--- src/rtl/smmst_pkg.sv ---
package smmst_pkg;

    localparam int SET_DEPTH_DEF = 16;
    localparam int SITES_DEF     = 2;
    localparam int NQ            = 3;

    localparam int FUNC_W     = 2;
    localparam int SITE_IN_W  = 2;
    localparam int TIME_W     = 32;
    localparam int VAL_W      = 24;
    localparam int BAT_W      = 16;
    localparam int SF_W       = 8;
    localparam int SUM_W      = 48;
    localparam int CNT_W      = 24;
    localparam int QTY_W      = 3;
    localparam int IN_DATA_W  = 136;
    localparam int OUT_DATA_W = 192;

    localparam logic signed [VAL_W-1:0] VAL_MAX = 24'sh7FFFFF;
    localparam logic signed [VAL_W-1:0] VAL_MIN = 24'sh800000;
    localparam logic signed [SUM_W-1:0] SUM_MAX = 48'sh7FFF_FFFF_FFFF;
    localparam logic signed [SUM_W-1:0] SUM_MIN = 48'sh8000_0000_0000;
    localparam logic [CNT_W-1:0]        CNT_MAX = '1;
    localparam logic [1:0]              LAST_Q  = 2'd2;

    typedef enum logic [FUNC_W-1:0] {
        FUNC_RECORD = 2'd0,
        FUNC_REPORT = 2'd1,
        FUNC_CLEAR  = 2'd2
    } func_t;

    typedef enum logic [QTY_W-1:0] {
        QTY_TEMP   = 3'd0,
        QTY_HUM    = 3'd1,
        QTY_PRES   = 3'd2,
        QTY_BATT   = 3'd3,
        QTY_FACTOR = 3'd4
    } qty_t;

    typedef enum logic {
        ALU_ADD,
        ALU_SUB
    } alu_op_t;

    typedef struct packed {
        logic signed [SUM_W-1:0] sum;
        logic                    lt;
        logic                    eq;
    } alu_res_t;

    typedef struct packed {
        logic signed [VAL_W-1:0] min_value;
        logic [TIME_W-1:0]       min_time;
        logic signed [VAL_W-1:0] max_value;
        logic [TIME_W-1:0]       max_time;
        logic signed [SUM_W-1:0] sum;
        logic [CNT_W-1:0]        count;
    } stat_t;

    localparam stat_t STAT_RESET = '{
        min_value: VAL_MAX,
        min_time:  '0,
        max_value: VAL_MIN,
        max_time:  '0,
        sum:       '0,
        count:     '0
    };

    typedef enum logic [4:0] {
        ST_IDLE,
        ST_M_READ,
        ST_M_LOAD,
        ST_M_LOW,
        ST_M_HIGH,
        ST_M_SUM,
        ST_BATT,
        ST_F_START,
        ST_F_READ,
        ST_F_CMP,
        ST_F_INS,
        ST_CLEAR,
        ST_R_READ,
        ST_R_OUT,
        ST_R_BATT,
        ST_R_FREAD,
        ST_R_FOUT
    } state_t;

    function automatic int addr_w(input int n);
        return (n > 1) ? $clog2(n) : 1;
    endfunction

endpackage

--- src/rtl/smmst_alu.sv ---
module smmst_alu
    import smmst_pkg::*;
(
    input  alu_op_t                 op,
    input  logic signed [SUM_W-1:0] a,
    input  logic signed [SUM_W-1:0] b,
    output alu_res_t                res
);

    logic [SUM_W:0] a_ext;
    logic [SUM_W:0] b_ext;
    logic [SUM_W:0] raw;
    logic           carry_in;

    always_comb
    begin
        carry_in = (op == ALU_SUB);
        a_ext    = {a[SUM_W-1], a};
        b_ext    = carry_in ? ~{b[SUM_W-1], b} : {b[SUM_W-1], b};
        raw      = a_ext + b_ext + (SUM_W + 1)'(carry_in);
        res.lt   = raw[SUM_W];
        res.eq   = (raw == '0);
        // clamp on overflow of the signed sum
        if (raw[SUM_W] != raw[SUM_W-1])
        begin
            res.sum = raw[SUM_W] ? SUM_MIN : SUM_MAX;
        end
        else
        begin
            res.sum = raw[SUM_W-1:0];
        end
    end

endmodule

--- src/rtl/smmst_stat_mem.sv ---
module smmst_stat_mem
    import smmst_pkg::*;
#(
    parameter  int SITES  = SITES_DEF,
    localparam int DEPTH  = SITES * NQ,
    localparam int ADDR_W = addr_w(DEPTH),
    localparam int SITE_W = addr_w(SITES)
)
(
    input  logic              clk,
    input  logic              rst_n,
    input  logic [ADDR_W-1:0] rd_addr,
    input  logic              wr_en,
    input  logic [ADDR_W-1:0] wr_addr,
    input  stat_t             wr_data,
    input  logic              clr_en,
    input  logic [SITE_W-1:0] clr_site,
    output stat_t             rd_data
);

    stat_t            mem [DEPTH];
    stat_t            rd_word_reg;
    logic             rd_valid_reg;
    logic [DEPTH-1:0] valid_reg;

    always_ff @(posedge clk)
    begin
        if (wr_en)
        begin
            mem[wr_addr] <= wr_data;
        end
        rd_word_reg <= mem[rd_addr];
    end

    always_ff @(posedge clk or negedge rst_n)
    begin
        if (!rst_n)
        begin
            valid_reg    <= '0;
            rd_valid_reg <= 1'b0;
        end
        else
        begin
            rd_valid_reg <= valid_reg[rd_addr];
            if (wr_en)
            begin
                valid_reg[wr_addr] <= 1'b1;
            end
            if (clr_en)
            begin
                for (int q = 0; q < NQ; q++)
                begin
                    valid_reg[ADDR_W'(int'(clr_site) * NQ + q)] <= 1'b0;
                end
            end
        end
    end

    // an entry never written since reset or clear reads as the reset extremes
    assign rd_data = rd_valid_reg ? rd_word_reg : STAT_RESET;

endmodule

--- src/rtl/smmst_set_mem.sv ---
module smmst_set_mem
    import smmst_pkg::*;
#(
    parameter  int DEPTH  = SITES_DEF * SET_DEPTH_DEF,
    localparam int ADDR_W = addr_w(DEPTH)
)
(
    input  logic                   clk,
    input  logic                   wr_en,
    input  logic [ADDR_W-1:0]      wr_addr,
    input  logic signed [SF_W-1:0] wr_data,
    input  logic [ADDR_W-1:0]      rd_addr,
    output logic signed [SF_W-1:0] rd_data
);

    logic signed [SF_W-1:0] mem [DEPTH];
    logic signed [SF_W-1:0] rd_data_reg;

    always_ff @(posedge clk)
    begin
        if (wr_en)
        begin
            mem[wr_addr] <= wr_data;
        end
        rd_data_reg <= mem[rd_addr];
    end

    assign rd_data = rd_data_reg;

endmodule

--- src/rtl/sensor_min_max_sum_tracker_top.sv ---
// Min/max/sum tracker for SITES sensor sites. Takes one item at a time and drops s_axis_tready
// while it works. A record reads, compares and sums each present temperature, humidity or
// pressure reading in turn and skips an absent one, then updates the battery, then scans the
// stored spreading factors of the site's set and inserts a new nonzero one while there is room.
// A report gives 4 + fill items: three measurements, the battery item and one item per set
// entry; a clear resets the site. Items for an unknown site or an unused func code are taken
// and dropped. The block is built around one shared 49-bit adder/comparator doing every min,
// max, sum and set compare in turn, and around the single read port of the statistics and set
// memories. No clearing pass after reset.
module sensor_min_max_sum_tracker_top
    import smmst_pkg::*;
#(
    parameter int SET_DEPTH = SET_DEPTH_DEF,
    parameter int SITES     = SITES_DEF
)
(
    input  logic                  clk,
    input  logic                  rst_n,
    input  logic                  s_axis_tvalid,
    output logic                  s_axis_tready,
    // site, stamp, temperature, humidity, pressure, battery, spread_factor, zero pad
    input  logic [IN_DATA_W-1:0]  s_axis_tdata,
    // func
    input  logic [FUNC_W-1:0]     s_axis_tuser,
    output logic                  m_axis_tvalid,
    input  logic                  m_axis_tready,
    // low_value, low_time, high_value, high_time, total, sample_count, set_entry
    output logic [OUT_DATA_W-1:0] m_axis_tdata,
    // quantity
    output logic [QTY_W-1:0]      m_axis_tuser,
    output logic                  m_axis_tlast
);

    localparam int SITE_W = addr_w(SITES);
    localparam int MA_W   = addr_w(SITES * NQ);
    localparam int SA_W   = addr_w(SITES * SET_DEPTH);
    localparam int IDX_W  = addr_w(SET_DEPTH);
    localparam int FILL_W = $clog2(SET_DEPTH + 1);

    logic [SITE_IN_W-1:0]   in_site;
    logic [TIME_W-1:0]      in_stamp;
    logic signed [VAL_W-1:0] in_reading [NQ];
    logic [BAT_W-1:0]       in_bat;
    logic signed [SF_W-1:0] in_sf;
    logic                   in_site_ok;

    state_t                 state_reg, state_next;
    logic [SITE_W-1:0]      site_reg, site_next;
    logic [TIME_W-1:0]      stamp_reg, stamp_next;
    logic signed [VAL_W-1:0] reading_reg [NQ];
    logic                   load_in;
    logic [BAT_W-1:0]       bat_in_reg;
    logic signed [SF_W-1:0] sf_reg;
    logic [1:0]             q_reg, q_next;
    logic [IDX_W-1:0]       idx_reg, idx_next;
    stat_t                  work_reg, work_next;

    logic [BAT_W-1:0]       bat_first_reg [SITES];
    logic [BAT_W-1:0]       bat_last_reg [SITES];
    logic [SITES-1:0]       bat_seen_reg;
    logic [FILL_W-1:0]      fill_reg [SITES];
    logic                   bat_upd;
    logic                   fill_inc;
    logic                   site_clr;

    logic                   out_valid_reg, out_valid_next;
    qty_t                   out_qty_reg, out_qty_next;
    logic [OUT_DATA_W-1:0]  out_data_reg, out_data_next;
    logic                   out_last_reg, out_last_next;
    logic                   out_free;

    logic [MA_W-1:0]        stat_addr;
    logic                   stat_wr_en;
    stat_t                  stat_wr_data;
    stat_t                  stat_rd_data;
    logic [SA_W-1:0]        set_rd_addr;
    logic [SA_W-1:0]        set_wr_addr;
    logic                   set_wr_en;
    logic signed [SF_W-1:0] set_rd_data;

    alu_op_t                alu_op;
    logic signed [SUM_W-1:0] alu_a, alu_b;
    alu_res_t               alu_res;

    logic [FILL_W-1:0]      cur_fill;
    logic signed [VAL_W-1:0] cur_reading;
    logic signed [SUM_W-1:0] reading_ext;
    logic signed [SUM_W-1:0] sf_ext;
    logic                   idx_at_end;

    assign in_site       = s_axis_tdata[1:0];
    assign in_stamp      = s_axis_tdata[33:2];
    assign in_reading[0] = s_axis_tdata[57:34];
    assign in_reading[1] = s_axis_tdata[81:58];
    assign in_reading[2] = s_axis_tdata[105:82];
    assign in_bat        = s_axis_tdata[121:106];
    assign in_sf         = s_axis_tdata[129:122];
    assign in_site_ok    = (int'(in_site) < SITES);

    assign cur_fill    = fill_reg[site_reg];
    assign cur_reading = reading_reg[q_reg];
    assign reading_ext = SUM_W'(cur_reading);
    assign sf_ext      = SUM_W'(sf_reg);
    assign idx_at_end  = ((FILL_W'(idx_reg) + FILL_W'(1)) == cur_fill);
    assign out_free    = !out_valid_reg || m_axis_tready;

    assign stat_addr   = MA_W'(int'(site_reg) * NQ + int'(q_reg));
    assign set_rd_addr = SA_W'(int'(site_reg) * SET_DEPTH + int'(idx_reg));
    assign set_wr_addr = SA_W'(int'(site_reg) * SET_DEPTH + int'(cur_fill));

    smmst_alu u_alu (
        .op  (alu_op),
        .a   (alu_a),
        .b   (alu_b),
        .res (alu_res)
    );

    smmst_stat_mem #(
        .SITES (SITES)
    ) u_stat_mem (
        .clk      (clk),
        .rst_n    (rst_n),
        .rd_addr  (stat_addr),
        .wr_en    (stat_wr_en),
        .wr_addr  (stat_addr),
        .wr_data  (stat_wr_data),
        .clr_en   (site_clr),
        .clr_site (site_reg),
        .rd_data  (stat_rd_data)
    );

    smmst_set_mem #(
        .DEPTH (SITES * SET_DEPTH)
    ) u_set_mem (
        .clk     (clk),
        .wr_en   (set_wr_en),
        .wr_addr (set_wr_addr),
        .wr_data (sf_reg),
        .rd_addr (set_rd_addr),
        .rd_data (set_rd_data)
    );

    always_comb
    begin
        state_next = state_reg;
        case (state_reg)
            ST_IDLE:
            begin
                if (s_axis_tvalid && in_site_ok)
                begin
                    case (func_t'(s_axis_tuser))
                        FUNC_RECORD: state_next = ST_M_READ;
                        FUNC_REPORT: state_next = ST_R_READ;
                        FUNC_CLEAR:  state_next = ST_CLEAR;
                        default:     state_next = ST_IDLE;
                    endcase
                end
            end
            ST_M_READ:
            begin
                if (cur_reading == '0)
                begin
                    state_next = (q_reg == LAST_Q) ? ST_BATT : ST_M_READ;
                end
                else
                begin
                    state_next = ST_M_LOAD;
                end
            end
            ST_M_LOAD:  state_next = ST_M_LOW;
            ST_M_LOW:   state_next = ST_M_HIGH;
            ST_M_HIGH:  state_next = ST_M_SUM;
            ST_M_SUM:   state_next = (q_reg == LAST_Q) ? ST_BATT : ST_M_READ;
            ST_BATT:    state_next = ST_F_START;
            ST_F_START:
            begin
                if (sf_reg == '0 || int'(cur_fill) >= SET_DEPTH)
                begin
                    state_next = ST_IDLE;
                end
                else if (cur_fill == '0)
                begin
                    state_next = ST_F_INS;
                end
                else
                begin
                    state_next = ST_F_READ;
                end
            end
            ST_F_READ:  state_next = ST_F_CMP;
            ST_F_CMP:
            begin
                if (alu_res.eq)
                begin
                    state_next = ST_IDLE;
                end
                else
                begin
                    state_next = idx_at_end ? ST_F_INS : ST_F_READ;
                end
            end
            ST_F_INS:   state_next = ST_IDLE;
            ST_CLEAR:   state_next = ST_IDLE;
            ST_R_READ:  state_next = ST_R_OUT;
            ST_R_OUT:
            begin
                if (out_free)
                begin
                    state_next = (q_reg == LAST_Q) ? ST_R_BATT : ST_R_READ;
                end
            end
            ST_R_BATT:
            begin
                if (out_free)
                begin
                    state_next = (cur_fill == '0) ? ST_IDLE : ST_R_FREAD;
                end
            end
            ST_R_FREAD: state_next = ST_R_FOUT;
            ST_R_FOUT:
            begin
                if (out_free)
                begin
                    state_next = idx_at_end ? ST_IDLE : ST_R_FREAD;
                end
            end
            default:    state_next = ST_IDLE;
        endcase
    end

    always_comb
    begin
        load_in        = 1'b0;
        site_next      = site_reg;
        stamp_next     = stamp_reg;
        q_next         = q_reg;
        idx_next       = idx_reg;
        work_next      = work_reg;
        bat_upd        = 1'b0;
        fill_inc       = 1'b0;
        site_clr       = 1'b0;
        stat_wr_en     = 1'b0;
        stat_wr_data   = work_reg;
        set_wr_en      = 1'b0;
        alu_op         = ALU_SUB;
        alu_a          = reading_ext;
        alu_b          = SUM_W'(work_reg.min_value);
        out_valid_next = out_valid_reg && !m_axis_tready;
        out_qty_next   = out_qty_reg;
        out_data_next  = out_data_reg;
        out_last_next  = out_last_reg;
        case (state_reg)
            ST_IDLE:
            begin
                if (s_axis_tvalid)
                begin
                    load_in    = 1'b1;
                    site_next  = SITE_W'(in_site);
                    stamp_next = in_stamp;
                    q_next     = '0;
                    idx_next   = '0;
                end
            end
            ST_M_READ:
            begin
                if (cur_reading == '0 && q_reg != LAST_Q)
                begin
                    q_next = q_reg + 2'd1;
                end
            end
            ST_M_LOAD:
            begin
                work_next = stat_rd_data;
            end
            ST_M_LOW:
            begin
                if (work_reg.count == '0 || alu_res.lt)
                begin
                    work_next.min_value = cur_reading;
                    work_next.min_time  = stamp_reg;
                end
            end
            ST_M_HIGH:
            begin
                alu_a = SUM_W'(work_reg.max_value);
                alu_b = reading_ext;
                if (work_reg.count == '0 || alu_res.lt)
                begin
                    work_next.max_value = cur_reading;
                    work_next.max_time  = stamp_reg;
                end
            end
            ST_M_SUM:
            begin
                alu_op             = ALU_ADD;
                alu_a              = work_reg.sum;
                alu_b              = reading_ext;
                stat_wr_en         = 1'b1;
                stat_wr_data.sum   = alu_res.sum;
                stat_wr_data.count = (work_reg.count == CNT_MAX) ? work_reg.count
                                                                 : work_reg.count + CNT_W'(1);
                if (q_reg != LAST_Q)
                begin
                    q_next = q_reg + 2'd1;
                end
            end
            ST_BATT:
            begin
                bat_upd = (bat_in_reg != '0);
            end
            ST_F_START:
            begin
                idx_next = '0;
            end
            ST_F_CMP:
            begin
                alu_a    = sf_ext;
                alu_b    = SUM_W'(set_rd_data);
                idx_next = idx_reg + IDX_W'(1);
            end
            ST_F_INS:
            begin
                set_wr_en = 1'b1;
                fill_inc  = 1'b1;
            end
            ST_CLEAR:
            begin
                site_clr = 1'b1;
            end
            ST_R_OUT:
            begin
                if (out_free)
                begin
                    out_valid_next = 1'b1;
                    out_qty_next   = qty_t'({1'b0, q_reg});
                    out_last_next  = 1'b0;
                    out_data_next  = {SF_W'(0), stat_rd_data.count, stat_rd_data.sum,
                                      stat_rd_data.max_time, stat_rd_data.max_value,
                                      stat_rd_data.min_time, stat_rd_data.min_value};
                    q_next         = q_reg + 2'd1;
                end
            end
            ST_R_BATT:
            begin
                if (out_free)
                begin
                    out_valid_next = 1'b1;
                    out_qty_next   = QTY_BATT;
                    out_last_next  = (cur_fill == '0);
                    out_data_next  = {SF_W'(0), CNT_W'(cur_fill), SUM_W'(0), TIME_W'(0),
                                      VAL_W'(bat_last_reg[site_reg]), TIME_W'(0),
                                      VAL_W'(bat_first_reg[site_reg])};
                    idx_next       = '0;
                end
            end
            ST_R_FOUT:
            begin
                if (out_free)
                begin
                    out_valid_next = 1'b1;
                    out_qty_next   = QTY_FACTOR;
                    out_last_next  = idx_at_end;
                    out_data_next  = {set_rd_data, (OUT_DATA_W - SF_W)'(0)};
                    idx_next       = idx_reg + IDX_W'(1);
                end
            end
            default:
            begin
                load_in = 1'b0;
            end
        endcase
    end

    always_ff @(posedge clk or negedge rst_n)
    begin
        if (!rst_n)
        begin
            state_reg     <= ST_IDLE;
            out_valid_reg <= 1'b0;
            bat_seen_reg  <= '0;
            for (int s = 0; s < SITES; s++)
            begin
                bat_first_reg[s] <= '0;
                bat_last_reg[s]  <= '0;
                fill_reg[s]      <= '0;
            end
        end
        else
        begin
            state_reg     <= state_next;
            out_valid_reg <= out_valid_next;
            if (bat_upd)
            begin
                if (!bat_seen_reg[site_reg])
                begin
                    bat_first_reg[site_reg] <= bat_in_reg;
                    bat_seen_reg[site_reg]  <= 1'b1;
                end
                bat_last_reg[site_reg] <= bat_in_reg;
            end
            if (fill_inc)
            begin
                fill_reg[site_reg] <= cur_fill + FILL_W'(1);
            end
            if (site_clr)
            begin
                bat_first_reg[site_reg] <= '0;
                bat_last_reg[site_reg]  <= '0;
                bat_seen_reg[site_reg]  <= 1'b0;
                fill_reg[site_reg]      <= '0;
            end
        end
    end

    always_ff @(posedge clk)
    begin
        site_reg     <= site_next;
        stamp_reg    <= stamp_next;
        q_reg        <= q_next;
        idx_reg      <= idx_next;
        work_reg     <= work_next;
        out_qty_reg  <= out_qty_next;
        out_data_reg <= out_data_next;
        out_last_reg <= out_last_next;
        if (load_in)
        begin
            reading_reg <= in_reading;
            bat_in_reg  <= in_bat;
            sf_reg      <= in_sf;
        end
    end

    assign s_axis_tready = (state_reg == ST_IDLE);
    assign m_axis_tvalid = out_valid_reg;
    assign m_axis_tdata  = out_data_reg;
    assign m_axis_tuser  = out_qty_reg;
    assign m_axis_tlast  = out_last_reg;

    a_fill_bound: assert property (@(posedge clk) disable iff (!rst_n)
        int'(cur_fill) <= SET_DEPTH)
        else $error("set fill beyond depth");

    a_last_kind: assert property (@(posedge clk) disable iff (!rst_n)
        m_axis_tvalid && m_axis_tlast |->
            (m_axis_tuser == QTY_BATT || m_axis_tuser == QTY_FACTOR))
        else $error("run ends on a measurement item");

    a_entry_nonzero: assert property (@(posedge clk) disable iff (!rst_n)
        m_axis_tvalid && m_axis_tuser == QTY_FACTOR |->
            m_axis_tdata[OUT_DATA_W-1 -: SF_W] != '0)
        else $error("zero spreading factor reported");

    a_insert_not_full: assert property (@(posedge clk) disable iff (!rst_n)
        set_wr_en |=> int'(cur_fill) <= SET_DEPTH && $past(int'(cur_fill)) < SET_DEPTH)
        else $error("insert into a full set");

endmodule

--- config.mk ---
export PLATFORM = sky130hd
export DESIGN_NAME = sensor_min_max_sum_tracker_top
export DESIGN_NICKNAME = d
export VERILOG_FILES = /design/src/rtl/smmst_pkg.sv /design/src/rtl/smmst_alu.sv /design/src/rtl/smmst_stat_mem.sv /design/src/rtl/smmst_set_mem.sv /design/src/rtl/sensor_min_max_sum_tracker_top.sv
export SDC_FILE = /design/constraint.sdc
export NUM_CORES = 2
export LEC_CHECK = 0
export ABC_AREA = 1
export BUFFER_PORTS_ARGS = -buffer_cell sky130_fd_sc_hd__buf_2
export CORE_UTILIZATION = 56
export CTS_BUF_LIST = sky130_fd_sc_hd__clkbuf_8
export DETAILED_ROUTE_END_ITERATION = 8
export PLACE_DENSITY_LB_ADDON = 0.05
export SYNTH_ARGS = -nofsm -noshare
export SYNTH_HDL_FRONTEND = slang
export SYNTH_HIERARCHICAL = 1
export SYNTH_SLANG_ARGS = --single-unit
--- constraint.sdc ---
create_clock -name clk -period 16.2 [get_ports clk]
set_input_delay 0.81 -clock clk [delete_from_list [all_inputs] [get_ports clk]]
set_output_delay 0.81 -clock clk [all_outputs]
set_load 0.01 [all_outputs]
== Word-level counts from Yosys, hierarchy flattened ==
Memories as Yosys holds them, arrays and structs flattened. A register that Yosys moved wholly into a read port is not among the register bits.
Index checks and enable logic that the tools add are counted.
Storage, ports and cells
  latch bits: 0
  RAM bits: 1360
  memory bits (read-only): 0
  bits in registers: 604
  input port bits: 142
  word-level logic and storage cells: 250
  memories kept: 2
Memories
  u_stat_mem.mem: depth 6, bits a word 184, read ports 1, clocked after memory_dff 1, write ports 1, line smmst_stat_mem.sv:21  | stat_t mem [DEPTH];
  u_set_mem.mem: depth 32, bits a word 8, read ports 1, clocked after memory_dff 1, write ports 1, line smmst_set_mem.sv:16  | logic signed [SF_W-1:0] mem [DEPTH];
Cells by class
  $add $sub $neg: 12
  equal/unequal tests: 32
  magnitude comparators: 15
  mux-type cells: 105
  reduce and logical (&&, ||, !) cells: 36
  bitwise gates (word level): 18
  multipliers: 1
  divide/modulo/power cells: 0
  shifts and indexed selects: 0
Operators by type and width (number)
  two-way mux 192 bit: 3
  case mux 192 bit (3 select lines): 1
  case mux 56 bit (2 select lines): 2
  two-way mux 184 bit: 1
  two-way mux 32 bit: 5
  case mux 48 bit (3 select lines): 1
  two-way mux 16 bit: 7
  two-way mux 48 bit: 2
  case mux 48 bit (2 select lines): 1
  case mux 5 bit (15 select lines): 1
  two-way mux 24 bit: 3
  two-way mux 72 bit: 1
  bitwise AND 32 bit: 2
  bitwise mux 32 bit: 2
  two-way mux 56 bit: 1
  adder 49 x 1 -> 49 bit: 1
  adder 49 bit: 1
  logical NOT 49 bit: 1
  two-way mux 49 bit: 1
  inverter 49 bit: 1
  binary-select mux 24 bit (select 2 bit): 1
  logical NOT 24 bit: 2
  equality test 5 x 4 -> 1 bit (second input constant): 8
  two-way mux 5 bit: 8
  76 further kinds: 162

== Logic depth before layout (Yosys ltp) ==
  word-level depth: 12
  depth in mapped cells: 37

== Hierarchy ==
Netlist, hierarchy kept.
By module, submodules not included
  smmst_stat_mem: cells each 3958, area an instance 48336.4 um^2, instances 1, sequential area each 37010.5 um^2
  sensor_min_max_sum_tracker_top: cells each 2508, area an instance 25926.1 um^2, instances 1, sequential area each 17516.8 um^2
  smmst_set_mem: cells each 922, area an instance 10786.6 um^2, instances 1, sequential area each 7847.5 um^2
  smmst_alu: cells each 1089, area an instance 5256.3 um^2, instances 1, sequential area each 0.0 um^2

== Worst setup path after synthesis ==
OpenSTA, ideal clock, no wires.
  kind: register -> register
  from: reg site_reg
  to: mem u_stat_mem/mem[2][0] in the netlist's numbering, enable pin
  arrival: 9.142 ns
  stages on the path, launching flop included: 7
  required time: 15.466 ns
  buffers on the path: 0
  setup slack: 6.323 ns
  clock period less this slack: 9.877 ns
  cell sequence: edfxtp_1 > ha_1 > fa_1 > inv_1 > nor2_1 > inv_1 > nor2_1
Between the ends
  word-level cells in the longest chain between the ends: 2
RTL lines
  start: declaration: line sensor_min_max_sum_tracker_top.sv:48  | logic [SITE_W-1:0] site_reg, site_next;
  start signal: assignment: line sensor_min_max_sum_tracker_top.sv:417  | site_reg <= site_next;
  multiplier 1 x 2 -> 3 bit: line sensor_min_max_sum_tracker_top.sv:107  | assign stat_addr = MA_W'(int'(site_reg) * NQ + int'(q_reg));
  adder 3 bit: line sensor_min_max_sum_tracker_top.sv:107
  named net stat_addr[1]: line sensor_min_max_sum_tracker_top.sv:72  | logic [MA_W-1:0] stat_addr;
  end: declaration: line smmst_stat_mem.sv:21
The timed path passes the listed nets, and every way through them passes these cells.

==> results_dict.tcl <==
set metrics [dict create \
    grt_setup_unrepaired "false" \
    p_leak_uw 0.0414 \
    finalSetupViolations 0 \
    arrival_ns 7.77 \
    synth_fp_nets 8681 \
    vias 62300 \
    slew_violations 0 \
    internal_power_uw 11900 \
    layout-drive-gt1-share_pct 10.4 \
    path_max_fanout 41 \
    grt_pass1_wl_mm 364 \
    yosysTopAreaCell "edfxtp_1" \
    area_growth_syn_to_layout_pct 12.2 \
    post-cts-setup-buffers 0 \
    fill_cells 13100 \
    startpoint_type "flip-flop" \
    routed_wl_mm 245 \
    cap_violations 0 \
    yosysWarnings 6 \
    io_buffers 333 \
    cts_made_buffers 356 \
    core_um2 160000 \
    combPwrFrac_pct 42.9 \
    tightest_slew_ns 1.20 \
    route.detailed.wl_per_inst_um 21.4 \
    setup_tns_ns 0 \
    hold_violations 0 \
    synth_top_family_by_area "simple AND/OR/NAND/NOR gates" \
    finalNetCount 9192 \
    p_sw_uw 8970 \
    first_global_vias 59900 \
    synth.top_cell.area_share_pct 62.3 \
    ir_drop_v 0.000342 \
    die_h_um 404 \
    antenna_found_initial 7 \
    postRouteAntennaNets 0 \
    grt_util_all_layers_pct 29.8 \
    cts_tree "done" \
    via_per_inst 5.46 \
    top_register "u_stat_mem/mem" \
    synth_xor_area_share_pct 0.873 \
    fin_skew_ns 0.0753 \
    synthTopCellsByArea "edfxtp_1, nand2_1, nand3_1" \
    seq_area_frac_synth_pct 69.1 \
    ys_types 52 \
    cts.clk_slew.worst_paths_ns 0.07 \
    relSlewSlack_pct 20.0 \
    synth_edf_count 1875 \
    ys.flop_type "edfxtp_1" \
    synth_mux_area_share_pct 0 \
    clkLatencyLatePin_ns 1.06 \
    rows 147 \
    cts_sinks 2156 \
    design.portCount 340 \
    cts_resized 0 \
    synth-compound-area-share_pct 3.46 \
    status "finished, final reports clean" \
    gp_congestion 0.923 \
    hpwl_mm 144 \
    drtIter0Drc 5818 \
    grt_max_degree 190 \
    cts_root_buf "clkbuf_8" \
    p_per_area_nw_per_um2 206 \
    max-clock-path-buffers 4 \
    timing.final.ws_setup_ns 9.08 \
    fin_total_pwr_uw 20900 \
    multiInputGateArea_um2 22900 \
    path_class "reg2reg" \
    netlist_instances 8477 \
    hp-class "in2reg" \
    seqPwrFrac_pct 35.9 \
    synth_simple_gate_area_share_pct 20.0 \
    drt_first_pass_iters 5 \
    synth_fa_ha_area_share_pct 0.876 \
    fin_crit_ns 7.12 \
    p_sw_share_pct 43.0 \
    largest_reg_flops 1104 \
    drc 0 \
    timing.hold.ws_ns 0.124 \
    dp_slack_ns 9.17 \
    syn-cell-area_um2 90300 \
    postSynth.asyncResetShare_pct 4.13 \
    ff_latch_area_um2 62400 \
    overflow 0 \
    timing.fmax_mhz 140 \
    synth_seq_cells 2156 \
    avgSynthCellArea_um2 10.7 \
    min_period_over_period_pct 43.9 \
    die_w_um 404 \
    clkPwrFrac_pct 21.2 \
    dieArea_um2 163000 \
    htree_levels 5 \
    worstSetupEndpointType "flip-flop" \
    worstPathRequired_ns 16.86 \
    initial_core_util_pct 56.3 \
]
## path summary, 6_finish.rpt
kind / start / to / slack (ns) / cells past startpoint
max: state_reg[1] / stat_wr_data[145] / 9.08 / 25
min: s_axis_tdata[95] / reading_reg[13] / 0.12 / 1
max reg2reg: state_reg[1] / stat_wr_data[145] / 9.08 / 25
min reg2reg: u_stat_mem/mem[5][36] / u_stat_mem/rd_word_reg[36] / 0.43 / 2
max in group asynchronous: rst_n / u_stat_mem/rd_valid_reg / 14.73 / 3
min in group asynchronous: rst_n / async pin / 0.33 / 2
## per-layer routing
layer  track usage (%)  up-vias  wire length, um
met1              41.0    30100           104000
li1                  -    29300                -
met2              48.2     2430           116000
met5                 0        -                0
met4              11.0        0             8270
met3              4.56      458            16900
## worst max-delay path, cell delays in order, from the launching register on
cell and delay, ns:
dfrtp_1 0.46, inv_2 0.08, nand2_2 0.12, inv_2 0.04, nand2_2 0.33, inv_2 0.19, nor2_4 0.46, buf_4 0.46
nand2_1 0.09, nand3_1 0.13, buf_4 0.44, xor2_1 0.13, ha_1 0.39, a21oi_1 0.31, nor2_1 0.07, nor2_1 0.15
nand2_1 0.09, a21oi_1 0.17, nand2_1 0.10, nand2_1 0.09, nand3_1 0.15, nand2_2 0.37, a31o_2 0.17, inv_1 0.16
o21ai_4 0.58, buf_4 0.81
## stage by stage
stage / cell area (um^2) / util [%] / std cells
global placement: 93400 / 58.2 / 10700
detailed placement: 93400 / 58.2 / 10700
global route: 101000 / 63.1 / 11400
floorplan: 90300 / - / 8477
finish: 101000 / 63.2 / 11400
CTS: 101000 / 63.1 / 11400
## Yosys cell counts (45+ instances only)
cell type,instances
nand2_1,2594
edfxtp_1,1875
nand3_1,930
nor2_1,781
inv_1,738
o21ai_0,369
dfxtp_1,192
clkbuf_1,158
buf_2,130
dfrtp_1,89
xor2_1,78
o22ai_1,73
buf_6,63
ha_1,60
a21oi_1,45
## cells in the final DEF, fill, tap and decap left out, drive strengths merged, types with 5 or more instances in the layout
cell / instances
a21boi: 13
a21oi: 47
a32oi: 6
and2: 5
buf: 429
clkbuf: 405
clkinv: 62
clkinvlp: 5
dfrtp: 89
dfxtp: 192
diode: 8
dlygate4sd3: 129
edfxtp: 1875
ha: 60
inv: 928
nand2: 2612
nand3: 932
nand3b: 11
nand4: 39
nor2: 792
nor3: 21
nor4: 5
o2111ai: 6
o211ai: 9
o21ai: 400
o21bai: 8
o22ai: 73
xnor2: 12
xor2: 78
## power groups by stage
stage	clock network [uW]	logic (uW)	registers, uW
2_1_floorplan	0	6210	7510
3_3_place_gp	0	8750	7570
3_5_place_dp	0	8830	7580
4_1_cts	4510	8900	7480
5_1_grt	4730	9890	7550
6_report	4420	8950	7480
## cell families (layout without fill, tap and decap cells)
kind of cell | Yosys count | count (layout)
XOR/XNOR | 90 | 90
AND/OR/NAND/NOR | 4419 | 4419
other | 0 | 8
adder cells (fa/ha/maj) | 62 | 62
buffers and inverters | 1179 | 1961
AO/OA/AOI/OAI | 571 | 571
flip-flops | 2156 | 2156
## area by class of cell
cell class                 instances  area share [%]
clock inverter                   224           0.970
antenna                            8          0.0198
clock buffer                     405            5.50
tap                             2160            2.67
multi-input combinational       5142            22.6
timing repair buffer             558            3.72
inverter                         774            2.91
sequential                      2156            61.6
## timing repair
item / 4_1_cts / 5_1_grt
endpoints found under the hold margin: 164 / 0
hold buffers: 129 / 0
endpoints found under the setup margin: 0 / 0
Note: power is estimated with default switching activity, not from simulation.
